### src/design/cbpe_pkg.sv
// Shared constants and width helpers for the cubic B-spline point evaluator.
`default_nettype none

package cbpe_pkg;

    // Default sizes of the control point coordinates and the frame index
    localparam int COORD_BITS_DEF = 16;
    localparam int FRAME_BITS_DEF = 8;

    // Width of one output coordinate
    localparam int OUT_BITS = 32;

    // Control point register map
    localparam int NUM_REGS      = 8;
    localparam int REG_IDX_BITS  = 3;
    localparam logic [REG_IDX_BITS-1:0] REG_P0_X = 3'd0;
    localparam logic [REG_IDX_BITS-1:0] REG_P0_Y = 3'd1;
    localparam logic [REG_IDX_BITS-1:0] REG_P1_X = 3'd2;
    localparam logic [REG_IDX_BITS-1:0] REG_P1_Y = 3'd3;
    localparam logic [REG_IDX_BITS-1:0] REG_P2_X = 3'd4;
    localparam logic [REG_IDX_BITS-1:0] REG_P2_Y = 3'd5;
    localparam logic [REG_IDX_BITS-1:0] REG_P3_X = 3'd6;
    localparam logic [REG_IDX_BITS-1:0] REG_P3_Y = 3'd7;

    // Divider split: 48000 = 2^7 * 375, quotient built one byte per stage
    localparam int DIV_SHIFT  = 7;
    localparam int DIGIT_BITS = 8;

    // Signed width that holds the weighted sum over the 48000 denominator
    function automatic int sum_width(input int coord_bits, input int frame_bits);
        return coord_bits + 3 * frame_bits + 5;
    endfunction

    // Number of quotient bytes produced by the digit stages
    function automatic int digit_count(input int coord_bits, input int frame_bits);
        return (sum_width(coord_bits, frame_bits) - DIV_SHIFT + DIGIT_BITS - 1) / DIGIT_BITS;
    endfunction

    // Cycles from input transfer to result in the output register
    function automatic int latency(input int coord_bits, input int frame_bits);
        return digit_count(coord_bits, frame_bits) + 6;
    endfunction

endpackage

`default_nettype wire

### src/design/cbpe_lane.sv
// One coordinate lane: polynomial evaluation by Horner steps and truncating divide by 48000.
`default_nettype none

module cbpe_lane #(
    parameter int COORD_BITS = cbpe_pkg::COORD_BITS_DEF,
    parameter int FRAME_BITS = cbpe_pkg::FRAME_BITS_DEF
) (
    input  wire                             clk,
    input  wire                             en,
    input  wire        [FRAME_BITS-1:0]     frame,
    input  wire signed [COORD_BITS-1:0]     pt0,
    input  wire signed [COORD_BITS-1:0]     pt1,
    input  wire signed [COORD_BITS-1:0]     pt2,
    input  wire signed [COORD_BITS-1:0]     pt3,
    output logic       [cbpe_pkg::OUT_BITS-1:0] result
);

    localparam int SW   = cbpe_pkg::sum_width(COORD_BITS, FRAME_BITS);
    localparam int ND   = cbpe_pkg::digit_count(COORD_BITS, FRAME_BITS);
    localparam int DB   = cbpe_pkg::DIGIT_BITS;
    localparam int DW   = ND * DB;
    localparam int FW   = FRAME_BITS + 1;
    localparam int PW   = SW + FW;
    localparam int QX   = (DW > cbpe_pkg::OUT_BITS) ? DW : cbpe_pkg::OUT_BITS;
    localparam int QXW  = QX + 1;

    // Per-digit division by 375 through a reciprocal multiply
    localparam int REM_BITS    = 9;
    localparam int V_BITS      = REM_BITS + DB;
    localparam int RECIP_SHIFT = 26;
    localparam int RP_BITS     = 35;
    localparam logic [RP_BITS-1:0] RECIP      = 35'd178957;
    localparam logic [V_BITS-1:0]  DIGIT_DIV  = 17'd375;

    // Basis coefficient scale factors over the 48000 denominator
    localparam logic signed [SW-1:0] K2 = SW'(60);
    localparam logic signed [SW-1:0] K1 = SW'(1200);
    localparam logic signed [SW-1:0] K0 = SW'(8000);

    logic signed [SW-1:0] p0w, p1w, p2w, p3w;
    logic signed [SW-1:0] c3_next, c2_next, c1_next, c0_next;

    logic [FRAME_BITS-1:0] f_a_reg, f_b_reg, f_c_reg;
    logic signed [SW-1:0]  c3_a_reg, c2_a_reg, c1_a_reg, c0_a_reg;
    logic signed [SW-1:0]  c1_b_reg, c0_b_reg, c0_c_reg;
    logic signed [SW-1:0]  h1_b_reg, h1_next;
    logic signed [SW-1:0]  h2_c_reg, h2_next;
    logic signed [SW-1:0]  s_d_reg, s_next;
    logic signed [FW-1:0]  fs_a, fs_b, fs_c;
    logic signed [PW-1:0]  prod_b, prod_c, prod_d;
    logic [SW-1:0]         abs_val;

    logic [DW-1:0]       dvd_reg [ND+1];
    logic [DW-1:0]       quo_reg [ND+1];
    logic [REM_BITS-1:0] rem_reg [ND+1];
    logic                neg_reg [ND+1];

    logic [QXW-1:0] qext;
    logic [QXW-1:0] res_next;
    logic [cbpe_pkg::OUT_BITS-1:0] result_reg;

    // Fold the four control points into polynomial coefficients in f
    always_comb
    begin
        p0w     = SW'(pt0);
        p1w     = SW'(pt1);
        p2w     = SW'(pt2);
        p3w     = SW'(pt3);
        c3_next = (p3w - p0w) + (p1w - p2w) * SW'(3);
        c2_next = (p0w - (p1w <<< 1) + p2w) * K2;
        c1_next = (p2w - p0w) * K1;
        c0_next = (p0w + (p1w <<< 2) + p2w) * K0;
    end

    // Horner steps, one multiply per stage
    always_comb
    begin
        fs_a    = $signed({1'b0, f_a_reg});
        fs_b    = $signed({1'b0, f_b_reg});
        fs_c    = $signed({1'b0, f_c_reg});
        prod_b  = c3_a_reg * fs_a;
        h1_next = prod_b[SW-1:0] + c2_a_reg;
        prod_c  = h1_b_reg * fs_b;
        h2_next = prod_c[SW-1:0] + c1_b_reg;
        prod_d  = h2_c_reg * fs_c;
        s_next  = prod_d[SW-1:0] + c0_c_reg;
        abs_val = s_d_reg[SW-1] ? SW'(-s_d_reg) : SW'(s_d_reg);
    end

    // Advance coefficient and Horner stages
    always_ff @(posedge clk)
    begin
        if (en)
        begin
            f_a_reg  <= frame;
            c3_a_reg <= c3_next;
            c2_a_reg <= c2_next;
            c1_a_reg <= c1_next;
            c0_a_reg <= c0_next;

            f_b_reg  <= f_a_reg;
            h1_b_reg <= h1_next;
            c1_b_reg <= c1_a_reg;
            c0_b_reg <= c0_a_reg;

            f_c_reg  <= f_b_reg;
            h2_c_reg <= h2_next;
            c0_c_reg <= c0_b_reg;

            s_d_reg  <= s_next;

            // Split sign and magnitude, drop the power-of-two part of the divisor
            neg_reg[0] <= s_d_reg[SW-1];
            dvd_reg[0] <= DW'(abs_val[SW-1:cbpe_pkg::DIV_SHIFT]);
            quo_reg[0] <= '0;
            rem_reg[0] <= '0;
        end
    end

    // Digit stages: divide by 375 one byte per stage, most significant first
    for (genvar k = 0; k < ND; k++)
    begin : g_digit
        logic [V_BITS-1:0]  v;
        logic [RP_BITS-1:0] rp;
        logic [DB-1:0]      q;
        logic [V_BITS-1:0]  r;

        always_comb
        begin
            v  = {rem_reg[k], dvd_reg[k][DW-1 -: DB]};
            rp = RP_BITS'(v) * RECIP;
            q  = rp[RECIP_SHIFT+DB-1:RECIP_SHIFT];
            r  = v - V_BITS'(q) * DIGIT_DIV;
        end

        always_ff @(posedge clk)
        begin
            if (en)
            begin
                neg_reg[k+1] <= neg_reg[k];
                dvd_reg[k+1] <= dvd_reg[k] << DB;
                quo_reg[k+1] <= {quo_reg[k][DW-DB-1:0], q};
                rem_reg[k+1] <= r[REM_BITS-1:0];
            end
        end
    end

    // Restore the sign and keep the low 32 bits
    always_comb
    begin
        qext     = QXW'(quo_reg[ND]);
        res_next = neg_reg[ND] ? (~qext + QXW'(1)) : qext;
    end

    always_ff @(posedge clk)
    begin
        if (en)
        begin
            result_reg <= res_next[cbpe_pkg::OUT_BITS-1:0];
        end
    end

    assign result = result_reg;

endmodule

`default_nettype wire

### config.mk
export PLATFORM = sky130hd
export DESIGN_NAME = cbpe_lane
export DESIGN_NICKNAME = d
export VERILOG_FILES = /design/src/design/cbpe_pkg.sv /design/src/design/cbpe_lane.sv
export SDC_FILE = /design/constraint.sdc
export NUM_CORES = 2
export LEC_CHECK = 0
export ABC_CLOCK_PERIOD_IN_PS = 17220
export BUFFER_PORTS_ARGS = -buffer_cell sky130_fd_sc_hd__buf_2
export CORE_MARGIN = 2
export CORE_UTILIZATION = 40
export CTS_CLUSTER_SIZE = 10
export DETAILED_ROUTE_END_ITERATION = 10
export PLACE_DENSITY = 0.53
export SLEW_MARGIN = 20
export SYNTH_ARGS = -nofsm -noshare
export SYNTH_HDL_FRONTEND = slang
export SYNTH_SLANG_ARGS = --single-unit
### constraint.sdc
create_clock -name clk -period 17.22 [get_ports clk]
set_clock_uncertainty 0.05 [all_clocks]
set_input_delay 1.722 -clock clk [delete_from_list [all_inputs] [get_ports clk]]
set_output_delay 1.722 -clock clk [all_outputs]
set_load 0.05 [all_outputs]
==> impl_metrics.env <==
export IMPL_status="complete, no violations"
export IMPL_ios=106
export IMPL_grtUsageMet3=0.0166
export IMPL_dpl_cell_count=10800
export IMPL_drv_slew=0
export IMPL_hold_start="c1_a_reg[24]"
export IMPL_drt_iter0_drc=2052
export IMPL_clock_tree_buffer_depth=3
export IMPL_finalCoreUtilization=0.433
export IMPL_htreeDepth=3
export IMPL_area_growth_pct=7.52
export IMPL_multi_input_area_um2=58600
export IMPL_cp_data_arrival_time_ps=10480
export IMPL_synth_seq_cells=605
export IMPL_synth_fp_nets=10600
export IMPL_largest_reg_flops=118
export IMPL_vias=52400
export IMPL_coreArea_um2=210000
export IMPL_cts_setup_buffers=0
export IMPL_cts_sinks=605
export IMPL_cts_root_buf="clkbuf_16"
export IMPL_hpwl_um=152000
export IMPL_cap_violations=0
export IMPL_die_w_um=464
export IMPL_yosys_warnings=0
export IMPL_finalHoldViolCount=0
export IMPL_diodes=0
export IMPL_synthArstFlopShare=0
export IMPL_synth_common_cells="inv_1, fa_1, ha_1"
export IMPL_reg2reg_from="dvd_reg[1][35]"
export IMPL_antenna_found_initial=2
export IMPL_drive_gt1_frac=0.0360
export IMPL_syn_area_um2=84600
export IMPL_gr_total_overflow=0
export IMPL_start_util=0.403
export IMPL_cp_required_ps=17630
export IMPL_synthFlopType="edfxtp_1"
export IMPL_num_rows=168
export IMPL_period_share=0.585
export IMPL_grt_pass1_vias=57000
export IMPL_relSlewSlack=0.315
export IMPL_synth_area_leaders="fa_1, edfxtp_1, ha_1"
export IMPL_regArea_um2=18200
export IMPL_met1_usage=0.231
export IMPL_cts_buffers=80
export IMPL_wl_um=178000
export IMPL_fin_tns_setup_ps=0
export IMPL_finalNonFillerCells=11000
export IMPL_ant_nets=0
export IMPL_yosysTopAreaCellShare=0.315
export IMPL_cts_resized=0
export IMPL_grtUsageMet2=0.298
export IMPL_synthDistinctLibCells=75
export IMPL_synth_edf_count=605
export IMPL_top_usage_layer="met2"
export IMPL_clock_latency_ps=700
export IMPL_worstPathBufferInverterCount=4
export IMPL_path_delay_family="adder cells"
export IMPL_synth_top_cell_by_area="fa_1"
export IMPL_port_buffers=105
export IMPL_syn_avg_cell_area_um2=10.6
export IMPL_ctsHoldBuffers=0
export IMPL_path_clk_slew_ps=60
export IMPL_nNetsFinal=10700
export IMPL_viasPerCell=4.78
export IMPL_drt_pass1_iter_count=5
export IMPL_cp_end_kind="register"
export IMPL_cts_tree="built"
export IMPL_grt_max_degree=84
export IMPL_synthCells=7996
export IMPL_drc=0
export IMPL_holdWs_ps=350
export IMPL_yosys_cell_count_top_type="inv_1"
export IMPL_fin_crit_ps=10080
export IMPL_design_die_area_um2=215000
export IMPL_crit_fanout=14
export IMPL_worst_pin_slew_ps=1030
export IMPL_fillCellCount=20200
export IMPL_routedWlPerCell_um=16.2
export IMPL_max_freq_mhz=99.2
export IMPL_max_stage_delay_ps=760
export IMPL_min_path_type="reg2reg"
export IMPL_grt_pass1_wl_um=299000
export IMPL_seq_area_frac_synth=0.215
export IMPL_rsz0062_at_grt="false"
export IMPL_gp_congestion=0.875
export IMPL_grt_total_usage=0.171
export IMPL_rrSetupSlack_ps=7140
export IMPL_die_y_um=464
export IMPL_cp_slowest_cell="edfxtp_1"
export IMPL_setup_violations=0
export IMPL_setup_worst_path_start_class="register"
export IMPL_path_class="reg2reg"
export IMPL_path_common_cell="fa_1"
export IMPL_critical_path_startpoint="dvd_reg[1][35]"
[cells in the final DEF, fill, tap and decap left out, types with 21 or more instances in the layout]
master,n
nand2_1,469
o21bai_1,36
buf_4,37
nand3_1,54
or2_2,24
inv_1,1988
clkbuf_16,80
a21oi_1,221
o31ai_1,24
nand2b_1,43
ha_1,1194
fa_1,1330
edfxtp_1,605
nor2b_1,32
xor2_1,115
o21ai_0,145
and3_1,28
and2_1,511
xnor2_1,338
o21a_1,49
a21o_1,146
nor2_1,208
buf_2,104
nor3_1,57
a211oi_1,21
[metrics by stage]
step | area (µm²) | setup slack [ps]
after floorplan | 84600 | 8090
after global placement | 88500 | 7180
after detailed placement | 88500 | 7110
after CTS | 90900 | 7030
after global routing | 90900 | 6530
final | 90900 | 7140
[metal layers]
| layer | up-vias | wire length, µm |
|---|---|---|
| li1 | 25400 | - |
| met3 | 177 | 4420 |
| met4 | 2 | 3340 |
| met5 | - | 12 |
| met1 | 26200 | 83000 |
| met2 | 588 | 87300 |
[final cells by class]
cell class / count / share of cell area
clock buffer: 90 / 0.0224
clock inverter: 34 / 0.00403
inverter: 1989 / 0.0821
multi-input combinational: 5298 / 0.644
sequential: 605 / 0.200
tap: 2805 / 0.0386
timing repair buffer: 143 / 0.00911
[worst paths after layout]
kind	endpoint	cells past startpoint
worst max-delay path	rem_reg[2][8]	32
worst min-delay path	c1_b_reg[24]	0
worst min register to register	c1_b_reg[24]	0
worst max register to register	rem_reg[2][8]	32
[cells by family after synthesis]
logic type                 share of synthesized area
AOI/OAI and AO/OA                             0.0624
xor gates and xnor gates                      0.0469
adders and majority gates                      0.491
buffers and inverters                         0.0929
DFF                                            0.215
muxes                                       0.000621
other                                      0.0000443
and+or+nand+nor                               0.0910
Power is left out: the tool's default activity adds up to more than one toggle a clock period on the data nets, which glitch-free logic cannot reach.
